<file path="src/rtl/rrs_pkg.sv">
// ----------------------------------------------------------------------------
// rrs_pkg
// Shared widths, codes and types of the round-robin task scheduler.
// ----------------------------------------------------------------------------
package rrs_pkg;

    localparam int SLOTS_DEFAULT   = 32;
    localparam int ID_W            = 16;
    localparam int QUANT_W         = 8;
    localparam int OP_W            = 2;
    localparam int STATUS_W        = 2;
    localparam int TASK_COUNT_W    = 6;
    localparam int DATA_W          = ID_W + QUANT_W;

    localparam logic [QUANT_W-1:0] QUANTUM_DEFAULT = QUANT_W'(10);

    typedef enum logic [OP_W-1:0] {
        OP_LOAD = 2'd0,
        OP_EXIT = 2'd1,
        OP_TICK = 2'd2
    } rrs_op_t;

    typedef enum logic [STATUS_W-1:0] {
        STAT_OK         = 2'd0,
        STAT_FULL       = 2'd1,
        STAT_ZERO_ID    = 2'd2,
        STAT_NO_CURRENT = 2'd3
    } rrs_status_t;

    typedef enum logic [3:0] {
        S_IDLE,
        S_DECODE,
        S_LD_TAIL,
        S_LD_HEAD_RD,
        S_LD_HEAD,
        S_EX_LINK,
        S_EX_PREV,
        S_EX_NEXT_RD,
        S_EX_NEXT,
        S_TICK,
        S_FETCH,
        S_DONE
    } rrs_state_t;

endpackage

</file>
<file path="src/rtl/rrs_if.sv">
// ----------------------------------------------------------------------------
// rrs_if
// Valid/ready channels of the scheduler: request, result and register write.
// ----------------------------------------------------------------------------
interface rrs_req_if;
    logic                         valid;
    logic                         ready;
    logic [rrs_pkg::OP_W-1:0]     operation;
    logic [rrs_pkg::ID_W-1:0]     task_id;

    modport source (output valid, output operation, output task_id, input ready);
    modport sink   (input valid, input operation, input task_id, output ready);
endinterface

interface rrs_res_if;
    logic                             valid;
    logic                             ready;
    logic [rrs_pkg::ID_W-1:0]         running_id;
    logic [rrs_pkg::STATUS_W-1:0]     status;
    logic [rrs_pkg::TASK_COUNT_W-1:0] task_count;

    modport source (output valid, output running_id, output status, output task_count,
                    input ready);
    modport sink   (input valid, input running_id, input status, input task_count,
                    output ready);
endinterface

interface rrs_cfg_if;
    logic                         valid;
    logic                         ready;
    logic [rrs_pkg::QUANT_W-1:0]  quantum_reload;

    modport source (output valid, output quantum_reload, input ready);
    modport sink   (input valid, input quantum_reload, output ready);
endinterface

</file>
<file path="src/rtl/rrs_ram.sv">
// ----------------------------------------------------------------------------
// rrs_ram
// Generic simple dual-port RAM: one write port, one registered read port.
// ----------------------------------------------------------------------------
module rrs_ram #(
    parameter int WIDTH = 8,
    parameter int DEPTH = 32
) (
    input  logic                     clk,
    input  logic                     wr_en,
    input  logic [$clog2(DEPTH)-1:0] wr_addr,
    input  logic [WIDTH-1:0]         wr_data,
    input  logic                     rd_en,
    input  logic [$clog2(DEPTH)-1:0] rd_addr,
    output logic [WIDTH-1:0]         rd_data
);

    logic [WIDTH-1:0] mem [DEPTH];

    always_ff @(posedge clk)
    begin
        if (wr_en)
        begin
            mem[wr_addr] <= wr_data;
        end
        if (rd_en)
        begin
            rd_data <= mem[rd_addr];
        end
    end

endmodule

</file>
<file path="src/rtl/rrs_free_find.sv">
// ----------------------------------------------------------------------------
// rrs_free_find
// Lowest free slot of the occupancy map, and a flag when none is free.
// ----------------------------------------------------------------------------
module rrs_free_find #(
    parameter int SLOTS = 32
) (
    input  logic [SLOTS-1:0]         occupied,
    output logic [$clog2(SLOTS)-1:0] free_slot,
    output logic                     full
);

    localparam int IW = $clog2(SLOTS);

    logic [SLOTS-1:0] lowest_free;

    // isolate the lowest clear bit: the carry of +1 stops there
    assign lowest_free = ~occupied & (occupied + SLOTS'(1));
    assign full        = &occupied;

    always_comb
    begin
        free_slot = '0;
        for (int i = 0; i < SLOTS; i++)
        begin
            free_slot = free_slot | (lowest_free[i] ? IW'(i) : '0);
        end
    end

endmodule

</file>
<file path="src/rtl/round_robin_task_scheduler.sv">
// ----------------------------------------------------------------------------
// round_robin_task_scheduler
// Sequence: a request runs S_DECODE, S_FETCH and S_DONE for a rejected load,
//   a load into an empty ring, a tick or an exit with no current task, an
//   exit with at most one task or an unused code; a tick on a current task
//   adds S_TICK, a load into a non-empty ring S_LD_TAIL to S_LD_HEAD, an exit
//   from a longer ring S_EX_LINK to S_EX_NEXT (link RAM read-modify-write).
// One request in work at a time; a waiting result holds the next one in S_DONE.
// Reset: control and occupancy flops clear at once; no clearing pass.
// ----------------------------------------------------------------------------
module round_robin_task_scheduler #(
    parameter int SLOTS = rrs_pkg::SLOTS_DEFAULT
) (
    input  logic       clk,
    input  logic       rst_n,
    rrs_req_if.sink    request,
    rrs_res_if.source  result,
    rrs_cfg_if.sink    cfg
);

    import rrs_pkg::*;

    localparam int IW = $clog2(SLOTS);      // slot index width
    localparam int CW = $clog2(SLOTS + 1);  // ring count width
    localparam int LW = 2 * IW;             // link entry: {next, prev}

    // ------------------------------------------------------------------
    // State registers
    // ------------------------------------------------------------------
    rrs_state_t           state_reg, state_next;
    rrs_op_t              op_reg, op_next;
    logic [ID_W-1:0]      id_reg, id_next;
    rrs_status_t          status_reg, status_next;
    logic [QUANT_W-1:0]   quantum_reg;

    logic [SLOTS-1:0]     occ_reg, occ_next;       // slot in use
    logic [IW-1:0]        free_reg;                // lowest free slot, tracked
    logic                 full_reg;
    logic [IW-1:0]        slot_reg, slot_next;     // slot being loaded
    logic [IW-1:0]        head_reg, head_next;
    logic [IW-1:0]        tail_reg, tail_next;
    logic [IW-1:0]        cur_reg, cur_next;
    logic                 cur_valid_reg, cur_valid_next;
    logic [CW-1:0]        count_reg, count_next;
    logic [IW-1:0]        n_reg, n_next;           // successor of exiting task
    logic [IW-1:0]        p_reg, p_next;           // predecessor of exiting task

    logic                    out_valid_reg, out_valid_next;
    logic [ID_W-1:0]         out_id_reg, out_id_next;
    rrs_status_t             out_status_reg, out_status_next;
    logic [TASK_COUNT_W-1:0] out_count_reg, out_count_next;

    // ------------------------------------------------------------------
    // Memories: task data {id, quantum} and ring links {next, prev}
    // ------------------------------------------------------------------
    logic              data_wr_en, data_rd_en;
    logic [IW-1:0]     data_wr_addr, data_rd_addr;
    logic [DATA_W-1:0] data_wr_data, data_rd_data;
    logic              link_wr_en, link_rd_en;
    logic [IW-1:0]     link_wr_addr, link_rd_addr;
    logic [LW-1:0]     link_wr_data, link_rd_data;

    logic [ID_W-1:0]    rd_id;
    logic [QUANT_W-1:0] rd_quant;
    logic [IW-1:0]      rd_next, rd_prev;

    logic [IW-1:0] free_slot;
    logic          full;
    logic          in_accept;
    logic          out_free;

    rrs_ram #(.WIDTH(DATA_W), .DEPTH(SLOTS)) u_data_ram (
        .clk     (clk),
        .wr_en   (data_wr_en),
        .wr_addr (data_wr_addr),
        .wr_data (data_wr_data),
        .rd_en   (data_rd_en),
        .rd_addr (data_rd_addr),
        .rd_data (data_rd_data)
    );

    rrs_ram #(.WIDTH(LW), .DEPTH(SLOTS)) u_link_ram (
        .clk     (clk),
        .wr_en   (link_wr_en),
        .wr_addr (link_wr_addr),
        .wr_data (link_wr_data),
        .rd_en   (link_rd_en),
        .rd_addr (link_rd_addr),
        .rd_data (link_rd_data)
    );

    rrs_free_find #(.SLOTS(SLOTS)) u_free_find (
        .occupied  (occ_reg),
        .free_slot (free_slot),
        .full      (full)
    );

    assign rd_id    = data_rd_data[DATA_W-1 -: ID_W];
    assign rd_quant = data_rd_data[QUANT_W-1:0];
    assign rd_next  = link_rd_data[LW-1 -: IW];
    assign rd_prev  = link_rd_data[IW-1:0];

    // ------------------------------------------------------------------
    // Handshakes: one request in flight; the output register holds a
    // finished result so the next request can be taken meanwhile
    // ------------------------------------------------------------------
    assign request.ready = (state_reg == S_IDLE);
    assign in_accept     = request.valid && request.ready;
    assign out_free      = !out_valid_reg || result.ready;
    assign cfg.ready     = 1'b1;

    assign result.valid      = out_valid_reg;
    assign result.running_id = out_id_reg;
    assign result.status     = out_status_reg;
    assign result.task_count = out_count_reg;

    // ------------------------------------------------------------------
    // Next state
    // ------------------------------------------------------------------
    always_comb
    begin
        state_next = state_reg;
        unique case (state_reg)
            S_IDLE:
            begin
                if (in_accept)
                begin
                    state_next = S_DECODE;
                end
            end
            S_DECODE:
            begin
                unique case (op_reg)
                    OP_LOAD:
                    begin
                        if (id_reg == '0 || full_reg || count_reg == '0)
                        begin
                            state_next = S_FETCH;
                        end
                        else
                        begin
                            state_next = S_LD_TAIL;
                        end
                    end
                    OP_EXIT:
                    begin
                        if (!cur_valid_reg || count_reg <= CW'(1))
                        begin
                            state_next = S_FETCH;
                        end
                        else
                        begin
                            state_next = S_EX_LINK;
                        end
                    end
                    OP_TICK:
                    begin
                        state_next = cur_valid_reg ? S_TICK : S_FETCH;
                    end
                    default:
                    begin
                        state_next = S_FETCH;
                    end
                endcase
            end
            S_LD_TAIL:    state_next = S_LD_HEAD_RD;
            S_LD_HEAD_RD: state_next = S_LD_HEAD;
            S_LD_HEAD:    state_next = S_FETCH;
            S_EX_LINK:    state_next = S_EX_PREV;
            S_EX_PREV:    state_next = S_EX_NEXT_RD;
            S_EX_NEXT_RD: state_next = S_EX_NEXT;
            S_EX_NEXT:    state_next = S_FETCH;
            S_TICK:       state_next = S_FETCH;
            S_FETCH:      state_next = S_DONE;
            S_DONE:
            begin
                if (out_free)
                begin
                    state_next = S_IDLE;
                end
            end
            default:      state_next = S_IDLE;
        endcase
    end

    // ------------------------------------------------------------------
    // Datapath and memory control per state
    // ------------------------------------------------------------------
    always_comb
    begin
        op_next         = op_reg;
        id_next         = id_reg;
        status_next     = status_reg;
        occ_next        = occ_reg;
        slot_next       = slot_reg;
        head_next       = head_reg;
        tail_next       = tail_reg;
        cur_next        = cur_reg;
        cur_valid_next  = cur_valid_reg;
        count_next      = count_reg;
        n_next          = n_reg;
        p_next          = p_reg;
        out_valid_next  = out_valid_reg;
        out_id_next     = out_id_reg;
        out_status_next = out_status_reg;
        out_count_next  = out_count_reg;

        data_wr_en   = 1'b0;
        data_wr_addr = '0;
        data_wr_data = '0;
        data_rd_en   = 1'b0;
        data_rd_addr = '0;
        link_wr_en   = 1'b0;
        link_wr_addr = '0;
        link_wr_data = '0;
        link_rd_en   = 1'b0;
        link_rd_addr = '0;

        // drop the result once the sink has taken it
        if (out_valid_reg && result.ready)
        begin
            out_valid_next = 1'b0;
        end

        unique case (state_reg)
            S_IDLE:
            begin
                if (in_accept)
                begin
                    op_next     = rrs_op_t'(request.operation);
                    id_next     = request.task_id;
                    status_next = STAT_OK;
                end
            end
            S_DECODE:
            begin
                unique case (op_reg)
                    OP_LOAD:
                    begin
                        if (id_reg == '0)
                        begin
                            status_next = STAT_ZERO_ID;
                        end
                        else if (full_reg)
                        begin
                            status_next = STAT_FULL;
                        end
                        else
                        begin
                            // write the new entry, link it in front of head
                            // and behind tail; patch the neighbours next
                            data_wr_en   = 1'b1;
                            data_wr_addr = free_reg;
                            data_wr_data = {id_reg, quantum_reg};
                            link_wr_en   = 1'b1;
                            link_wr_addr = free_reg;
                            occ_next[free_reg] = 1'b1;
                            count_next   = count_reg + CW'(1);
                            slot_next    = free_reg;
                            if (count_reg == '0)
                            begin
                                link_wr_data = {free_reg, free_reg};
                                head_next    = free_reg;
                                tail_next    = free_reg;
                            end
                            else
                            begin
                                link_wr_data = {head_reg, tail_reg};
                                link_rd_en   = 1'b1;
                                link_rd_addr = tail_reg;
                            end
                        end
                    end
                    OP_EXIT:
                    begin
                        if (!cur_valid_reg || count_reg == '0)
                        begin
                            status_next = STAT_NO_CURRENT;
                        end
                        else if (count_reg == CW'(1))
                        begin
                            // last task leaves: ring becomes empty
                            occ_next[cur_reg] = 1'b0;
                            head_next      = '0;
                            tail_next      = '0;
                            cur_next       = '0;
                            cur_valid_next = 1'b0;
                            count_next     = count_reg - CW'(1);
                        end
                        else
                        begin
                            link_rd_en   = 1'b1;
                            link_rd_addr = cur_reg;
                        end
                    end
                    OP_TICK:
                    begin
                        if (!cur_valid_reg)
                        begin
                            if (count_reg != '0)
                            begin
                                cur_next       = head_reg;
                                cur_valid_next = 1'b1;
                            end
                        end
                        else
                        begin
                            data_rd_en   = 1'b1;
                            data_rd_addr = cur_reg;
                            link_rd_en   = 1'b1;
                            link_rd_addr = cur_reg;
                        end
                    end
                    default:
                    begin
                    end
                endcase
            end
            S_LD_TAIL:
            begin
                link_wr_en   = 1'b1;
                link_wr_addr = tail_reg;
                link_wr_data = {slot_reg, rd_prev};
            end
            S_LD_HEAD_RD:
            begin
                // read after the tail write so head == tail sees it
                link_rd_en   = 1'b1;
                link_rd_addr = head_reg;
            end
            S_LD_HEAD:
            begin
                link_wr_en   = 1'b1;
                link_wr_addr = head_reg;
                link_wr_data = {rd_next, slot_reg};
                tail_next    = slot_reg;
            end
            S_EX_LINK:
            begin
                n_next       = rd_next;
                p_next       = rd_prev;
                link_rd_en   = 1'b1;
                link_rd_addr = rd_prev;
            end
            S_EX_PREV:
            begin
                link_wr_en   = 1'b1;
                link_wr_addr = p_reg;
                link_wr_data = {n_reg, rd_prev};
            end
            S_EX_NEXT_RD:
            begin
                link_rd_en   = 1'b1;
                link_rd_addr = n_reg;
            end
            S_EX_NEXT:
            begin
                link_wr_en   = 1'b1;
                link_wr_addr = n_reg;
                link_wr_data = {rd_next, p_reg};
                if (head_reg == cur_reg)
                begin
                    head_next = n_reg;
                end
                if (tail_reg == cur_reg)
                begin
                    tail_next = p_reg;
                end
                occ_next[cur_reg] = 1'b0;
                cur_next   = n_reg;
                count_next = count_reg - CW'(1);
            end
            S_TICK:
            begin
                // spend one tick of quantum, or reload and advance
                data_wr_en   = 1'b1;
                data_wr_addr = cur_reg;
                if (rd_quant != '0)
                begin
                    data_wr_data = {rd_id, rd_quant - QUANT_W'(1)};
                end
                else
                begin
                    data_wr_data = {rd_id, quantum_reg};
                    cur_next     = rd_next;
                end
            end
            S_FETCH:
            begin
                data_rd_en   = 1'b1;
                data_rd_addr = cur_reg;
            end
            S_DONE:
            begin
                if (out_free)
                begin
                    out_valid_next  = 1'b1;
                    out_id_next     = cur_valid_reg ? rd_id : '0;
                    out_status_next = status_reg;
                    out_count_next  = TASK_COUNT_W'(count_reg);
                end
            end
            default:
            begin
            end
        endcase
    end

    // ------------------------------------------------------------------
    // Registers
    // ------------------------------------------------------------------
    always_ff @(posedge clk or negedge rst_n)
    begin
        if (!rst_n)
        begin
            state_reg     <= S_IDLE;
            quantum_reg   <= QUANTUM_DEFAULT;
            occ_reg       <= '0;
            head_reg      <= '0;
            tail_reg      <= '0;
            cur_reg       <= '0;
            cur_valid_reg <= 1'b0;
            count_reg     <= '0;
            out_valid_reg <= 1'b0;
        end
        else
        begin
            state_reg     <= state_next;
            occ_reg       <= occ_next;
            head_reg      <= head_next;
            tail_reg      <= tail_next;
            cur_reg       <= cur_next;
            cur_valid_reg <= cur_valid_next;
            count_reg     <= count_next;
            out_valid_reg <= out_valid_next;
            if (cfg.valid && cfg.ready)
            begin
                quantum_reg <= cfg.quantum_reload;
            end
        end
    end

    // payload: no reset
    always_ff @(posedge clk)
    begin
        op_reg         <= op_next;
        id_reg         <= id_next;
        status_reg     <= status_next;
        slot_reg       <= slot_next;
        n_reg          <= n_next;
        p_reg          <= p_next;
        out_id_reg     <= out_id_next;
        out_status_reg <= out_status_next;
        out_count_reg  <= out_count_next;
        // track the lowest free slot; stable while a request is decoded
        free_reg       <= free_slot;
        full_reg       <= full;
    end

endmodule

</file>
<file path="src/flat_wrapper.sv">
// flat-port wrapper written by rule: the top's interface ports become plain ports
module round_robin_task_scheduler_flat import rrs_pkg::*;
#(
    parameter int SLOTS = rrs_pkg::SLOTS_DEFAULT
)
  (clk, rst_n, request_valid, request_operation, request_task_id, request_ready, result_valid, result_running_id, result_status, result_task_count, result_ready, cfg_valid, cfg_quantum_reload, cfg_ready);
  rrs_req_if request_i ();
  rrs_res_if result_i ();
  rrs_cfg_if cfg_i ();
  input  logic clk;
  input  logic rst_n;
  input wire logic [$bits(request_i.valid)-1:0] request_valid;
  input wire logic [$bits(request_i.operation)-1:0] request_operation;
  input wire logic [$bits(request_i.task_id)-1:0] request_task_id;
  output wire logic [$bits(request_i.ready)-1:0] request_ready;
  output wire logic [$bits(result_i.valid)-1:0] result_valid;
  output wire logic [$bits(result_i.running_id)-1:0] result_running_id;
  output wire logic [$bits(result_i.status)-1:0] result_status;
  output wire logic [$bits(result_i.task_count)-1:0] result_task_count;
  input wire logic [$bits(result_i.ready)-1:0] result_ready;
  input wire logic [$bits(cfg_i.valid)-1:0] cfg_valid;
  input wire logic [$bits(cfg_i.quantum_reload)-1:0] cfg_quantum_reload;
  output wire logic [$bits(cfg_i.ready)-1:0] cfg_ready;
  assign request_i.valid = request_valid;
  assign request_i.operation = request_operation;
  assign request_i.task_id = request_task_id;
  assign request_ready = request_i.ready;
  assign result_valid = result_i.valid;
  assign result_running_id = result_i.running_id;
  assign result_status = result_i.status;
  assign result_task_count = result_i.task_count;
  assign result_i.ready = result_ready;
  assign cfg_i.valid = cfg_valid;
  assign cfg_i.quantum_reload = cfg_quantum_reload;
  assign cfg_ready = cfg_i.ready;
  round_robin_task_scheduler #(.SLOTS(SLOTS)) u_core (.clk(clk), .rst_n(rst_n), .request(request_i), .result(result_i), .cfg(cfg_i));
endmodule
</file>
<file path="config.mk">
export PLATFORM = sky130hd
export DESIGN_NAME = round_robin_task_scheduler_flat
export DESIGN_NICKNAME = d
export VERILOG_FILES = /design/src/rtl/rrs_pkg.sv /design/src/rtl/rrs_if.sv /design/src/rtl/rrs_ram.sv /design/src/rtl/rrs_free_find.sv /design/src/rtl/round_robin_task_scheduler.sv /design/src/flat_wrapper.sv
export SDC_FILE = /design/constraint.sdc
export NUM_CORES = 2
export LEC_CHECK = 0
export BUFFER_PORTS_ARGS = -buffer_cell sky130_fd_sc_hd__buf_2
export CAP_MARGIN = 20
export CELL_PAD_IN_SITES_DETAIL_PLACEMENT = 0
export CELL_PAD_IN_SITES_GLOBAL_PLACEMENT = 1
export CORE_ASPECT_RATIO = 0.9
export CORE_UTILIZATION = 55
export CTS_CLUSTER_SIZE = 28
export DETAILED_ROUTE_END_ITERATION = 6
export PLACE_DENSITY_LB_ADDON = 0.1
export REMOVE_ABC_BUFFERS = 1
export SLEW_MARGIN = 20
export SYNTH_ARGS = -nofsm -noshare
export SYNTH_HDL_FRONTEND = slang
export SYNTH_SLANG_ARGS = --single-unit
</file>
<file path="constraint.sdc">
create_clock -name clk -period 5.8 [get_ports clk]
set_input_delay 1.74 -clock clk [delete_from_list [all_inputs] [get_ports clk]]
set_output_delay 1.74 -clock clk [all_outputs]
set_load 0.02 [all_outputs]
</file>
==> results.cfg <==
[clock_tree]
clock_tree_from_tritoncts = done
cts_root_buffer = sky130_fd_sc_hd__clkbuf_16
post_cts.repair.setup_buffers = 0
clk_latency_ps = 710
cts-buffers-inserted = 120
cts_num_sinks = 1254
htree_num_levels = 3
clkTransAtPathRegs_ps = 60
cts.path.max_buffers = 3
cts-hold-fix-buffers = 0
cts-resized-gates = 0

[sta]
slew_viol_final = 0
clock.fmax_ghz = 0.208
holdWs_ps = 432
setup-violations-final = 0
min_period_ps = 4800
final_cycle_utilization_of_the_critical_path_pct = 82.7
post_route_setup_tns_ps = 0
final_hold_viol_count = 0
setup_repair_after_global_routing_missed_its_margin = no
worst_slew_margin_rel_pct = 27.2
worst-slew-pin-transition_ps = 1090
worst_clk_skew_ps = 21.2

[worst_setup_path]
cp-end-kind = flop
worst_r2r_path_depth = 8
path_cells = or4b_4 > a2111oi_4 > nand3_4 > and2_0 > nor2_2 > a32oi_1 > a21oi_1 > a211oi_1
critPathMaxFanout = 27
critPathMaxStageDelay_ps = 820
cp_num_buf_inv = 0
worstSetupPathType = reg2reg
worst_path_max_delay_cell = sky130_fd_sc_hd__nor2_2
path_depth = 8
crit_required_ps = 6220
start_kind = flop
critical_path_arrival_ps = 5220
cp_top_family = simple AND/OR/NAND/NOR gates

[die]
die-area_um2 = 93500
placeableCoreArea_um2 = 91300
floorplan.initialDensity_pct = 55.6
num_io_pins = 58
core.rowCount = 105
die_width_um = 322
chipHeight_um = 290

[power]
p_switching_mw = 7.77
comb_power_share_pct = 23.3
p_leak_nw = 19.8
p_int_mw = 17.6
p_sw_share_pct = 30.7
total_power_mw = 25.3
part_of_the_total_power_dissipated_in_the_clock_network_pct = 29.7
ir_drop_mv = 0.338
sequentialPowerShare_pct = 47.0
cellPowerDensity_nw_per_um2 = 445

[grt]
grt_antenna_before_repair = 2
first_pass_grt_wire_length_um = 186000
number_of_global_route_vias_before_repair = 28405
groute.usage.overall_pct = 27.2
global_route.overflow_total = 0
grt_max_degree = 85

[place]
portBuffers = 56
post-dp-hpwl_um = 75900
place.gp.congestion = 0.924

[detailed_routing]
vias_per_cell = 6.32
post-route-drc-count = 0
drt_wl_total_um = 126000
number_of_vias_in_the_routed_layout = 28384
drtIter0Drc = 3217
drt.antenna.violating_nets = 0
drt-pass1-iter-count = 6
wl_per_cell_um = 28.0

[finish]
fillerInstances = 6516
multi_input_area_um2 = 13000
final_layout_size_suffix_gt1_share_pct = 16.6
finish.net_count = 3195
most_frequent_standard_cell_in_the_layout_excluding_fill_and_tap_cells = sky130_fd_sc_hd__edfxtp_1
layout.cells.most_common_list = sky130_fd_sc_hd__edfxtp_1 (1181), sky130_fd_sc_hd__mux2i_1 (358), sky130_fd_sc_hd__nand2_1 (192), sky130_fd_sc_hd__clkbuf_16 (121), sky130_fd_sc_hd__o22ai_1 (106)
reg_area_um2 = 37300
area_growth_pct = 12.1
largest_register_ff_count = 768

[run_status]
outcome = complete, no violations

[synthesis]
most_used_flip_flop_cell_after_synthesis = sky130_fd_sc_hd__edfxtp_1
netlist-cell-type-count = 77
mappedNetlistArea_um2 = 50800
synth-edff-count = 1181
yosysSeqAreaShare_pct = 73.4
synth_seq_cells = 1254
synth_area_per_inst_um2 = 16.6
yosysWarningCount = 0
async_reset_ff_share_pct = 5.34
synthesis.instances = 3055

[hold_path]
min_delay_path_depth = 0
worst_hold_path_type = reg2reg

[job]
maxCapViolCount = 0
-- logic make-up after synthesis --
group	after synthesis	share of synthesized area (%)
other cells	1	0.00739
flops	1254	73.4
simple gates	579	5.54
mux	471	11.7
xor+xnor	21	0.362
fa+ha+maj	8	0.197
buf+inv	208	1.77
compound gates	513	7.02
-- layer usage --
metal  share of wire [%]  vias to the layer above  GRT usage (%)
li1                    -                    12399              -
met4                 2.8                        0           8.55
met1                  42                    14631           38.5
met2                  48                     1144           43.1
met5                   0                        -              0
met3                 7.4                      210           4.93
-- synth_stat cells, types with 29 or more instances --
cell type / count / area share, %
sky130_fd_sc_hd__o21ai_0: 89 / 0.88
sky130_fd_sc_hd__a21oi_1: 67 / 0.66
sky130_fd_sc_hd__nor2b_1: 57 / 0.70
sky130_fd_sc_hd__clkbuf_1: 98 / 0.72
sky130_fd_sc_hd__edfxtp_1: 1181 / 70
sky130_fd_sc_hd__nor3_1: 39 / 0.38
sky130_fd_sc_hd__nand3_1: 32 / 0.32
sky130_fd_sc_hd__nor2_1: 124 / 0.92
sky130_fd_sc_hd__inv_1: 33 / 0.24
sky130_fd_sc_hd__dfrtp_1: 65 / 3.2
sky130_fd_sc_hd__buf_2: 50 / 0.49
sky130_fd_sc_hd__a32oi_1: 38 / 0.66
sky130_fd_sc_hd__mux2i_1: 358 / 7.1
sky130_fd_sc_hd__o22ai_1: 111 / 1.4
sky130_fd_sc_hd__a2111oi_0: 29 / 0.50
sky130_fd_sc_hd__nand2_1: 195 / 1.4
sky130_fd_sc_hd__and3_1: 35 / 0.43
sky130_fd_sc_hd__a22o_1: 45 / 0.78
sky130_fd_sc_hd__mux4_2: 96 / 4.3
-- power by group through the flow --
stage	clock, mW	sequential (mW)	combinational, mW
2_1_floorplan	0	12.0	3.76
3_3_place_gp	0	12.1	5.71
3_5_place_dp	0	12.1	5.83
4_1_cts	7.64	11.9	5.85
5_1_grt	7.98	12.0	6.29
6_report	7.52	11.9	5.91
-- through the flow --
| stage | instances | worst slack, ps | instance area [µm²] | util, % |
|---|---|---|---|---|
| 2_1_floorplan | 2881 | -11890 | 50000 | - |
| 3_3_place_gp | 4262 | 811 | 53000 | 58.1 |
| 3_5_place_dp | 4262 | 1100 | 53000 | 58.1 |
| 4_1_cts | 4489 | 1080 | 56800 | 62.2 |
| 5_1_grt | 4491 | 840 | 56900 | 62.3 |
| 6_report | 4493 | 1000 | 56900 | 62.3 |
-- layout make-up --
type	count	share of cell area, %
Antenna cell	2	0.00879
Clock buffer	157	5.63
Clock inverter	70	1.03
Inverter	34	0.226
Multi-Input combinational cell	1593	22.8
Sequential cell	1254	65.5
Tap cell	1230	2.70
Timing Repair Buffer	153	2.07
-- worst paths after layout --
kind | endpoint | slack [ps] | startpoint
max | u_core.u_link_ram.rd_data[0] | 1000 | u_core.state_reg[0]
min | u_core.result.status[1] | 430 | u_core.status_reg[1]
max reg2reg | u_core.u_link_ram.rd_data[0] | 1000 | u_core.state_reg[0]
min reg2reg | u_core.result.status[1] | 430 | u_core.status_reg[1]
max in group asynchronous | u_core.cur_reg[0] | 3830 | rst_n
min in group asynchronous | u_core.occ_reg[27] | 1200 | rst_n
Power figures use the tool's default switching activity.
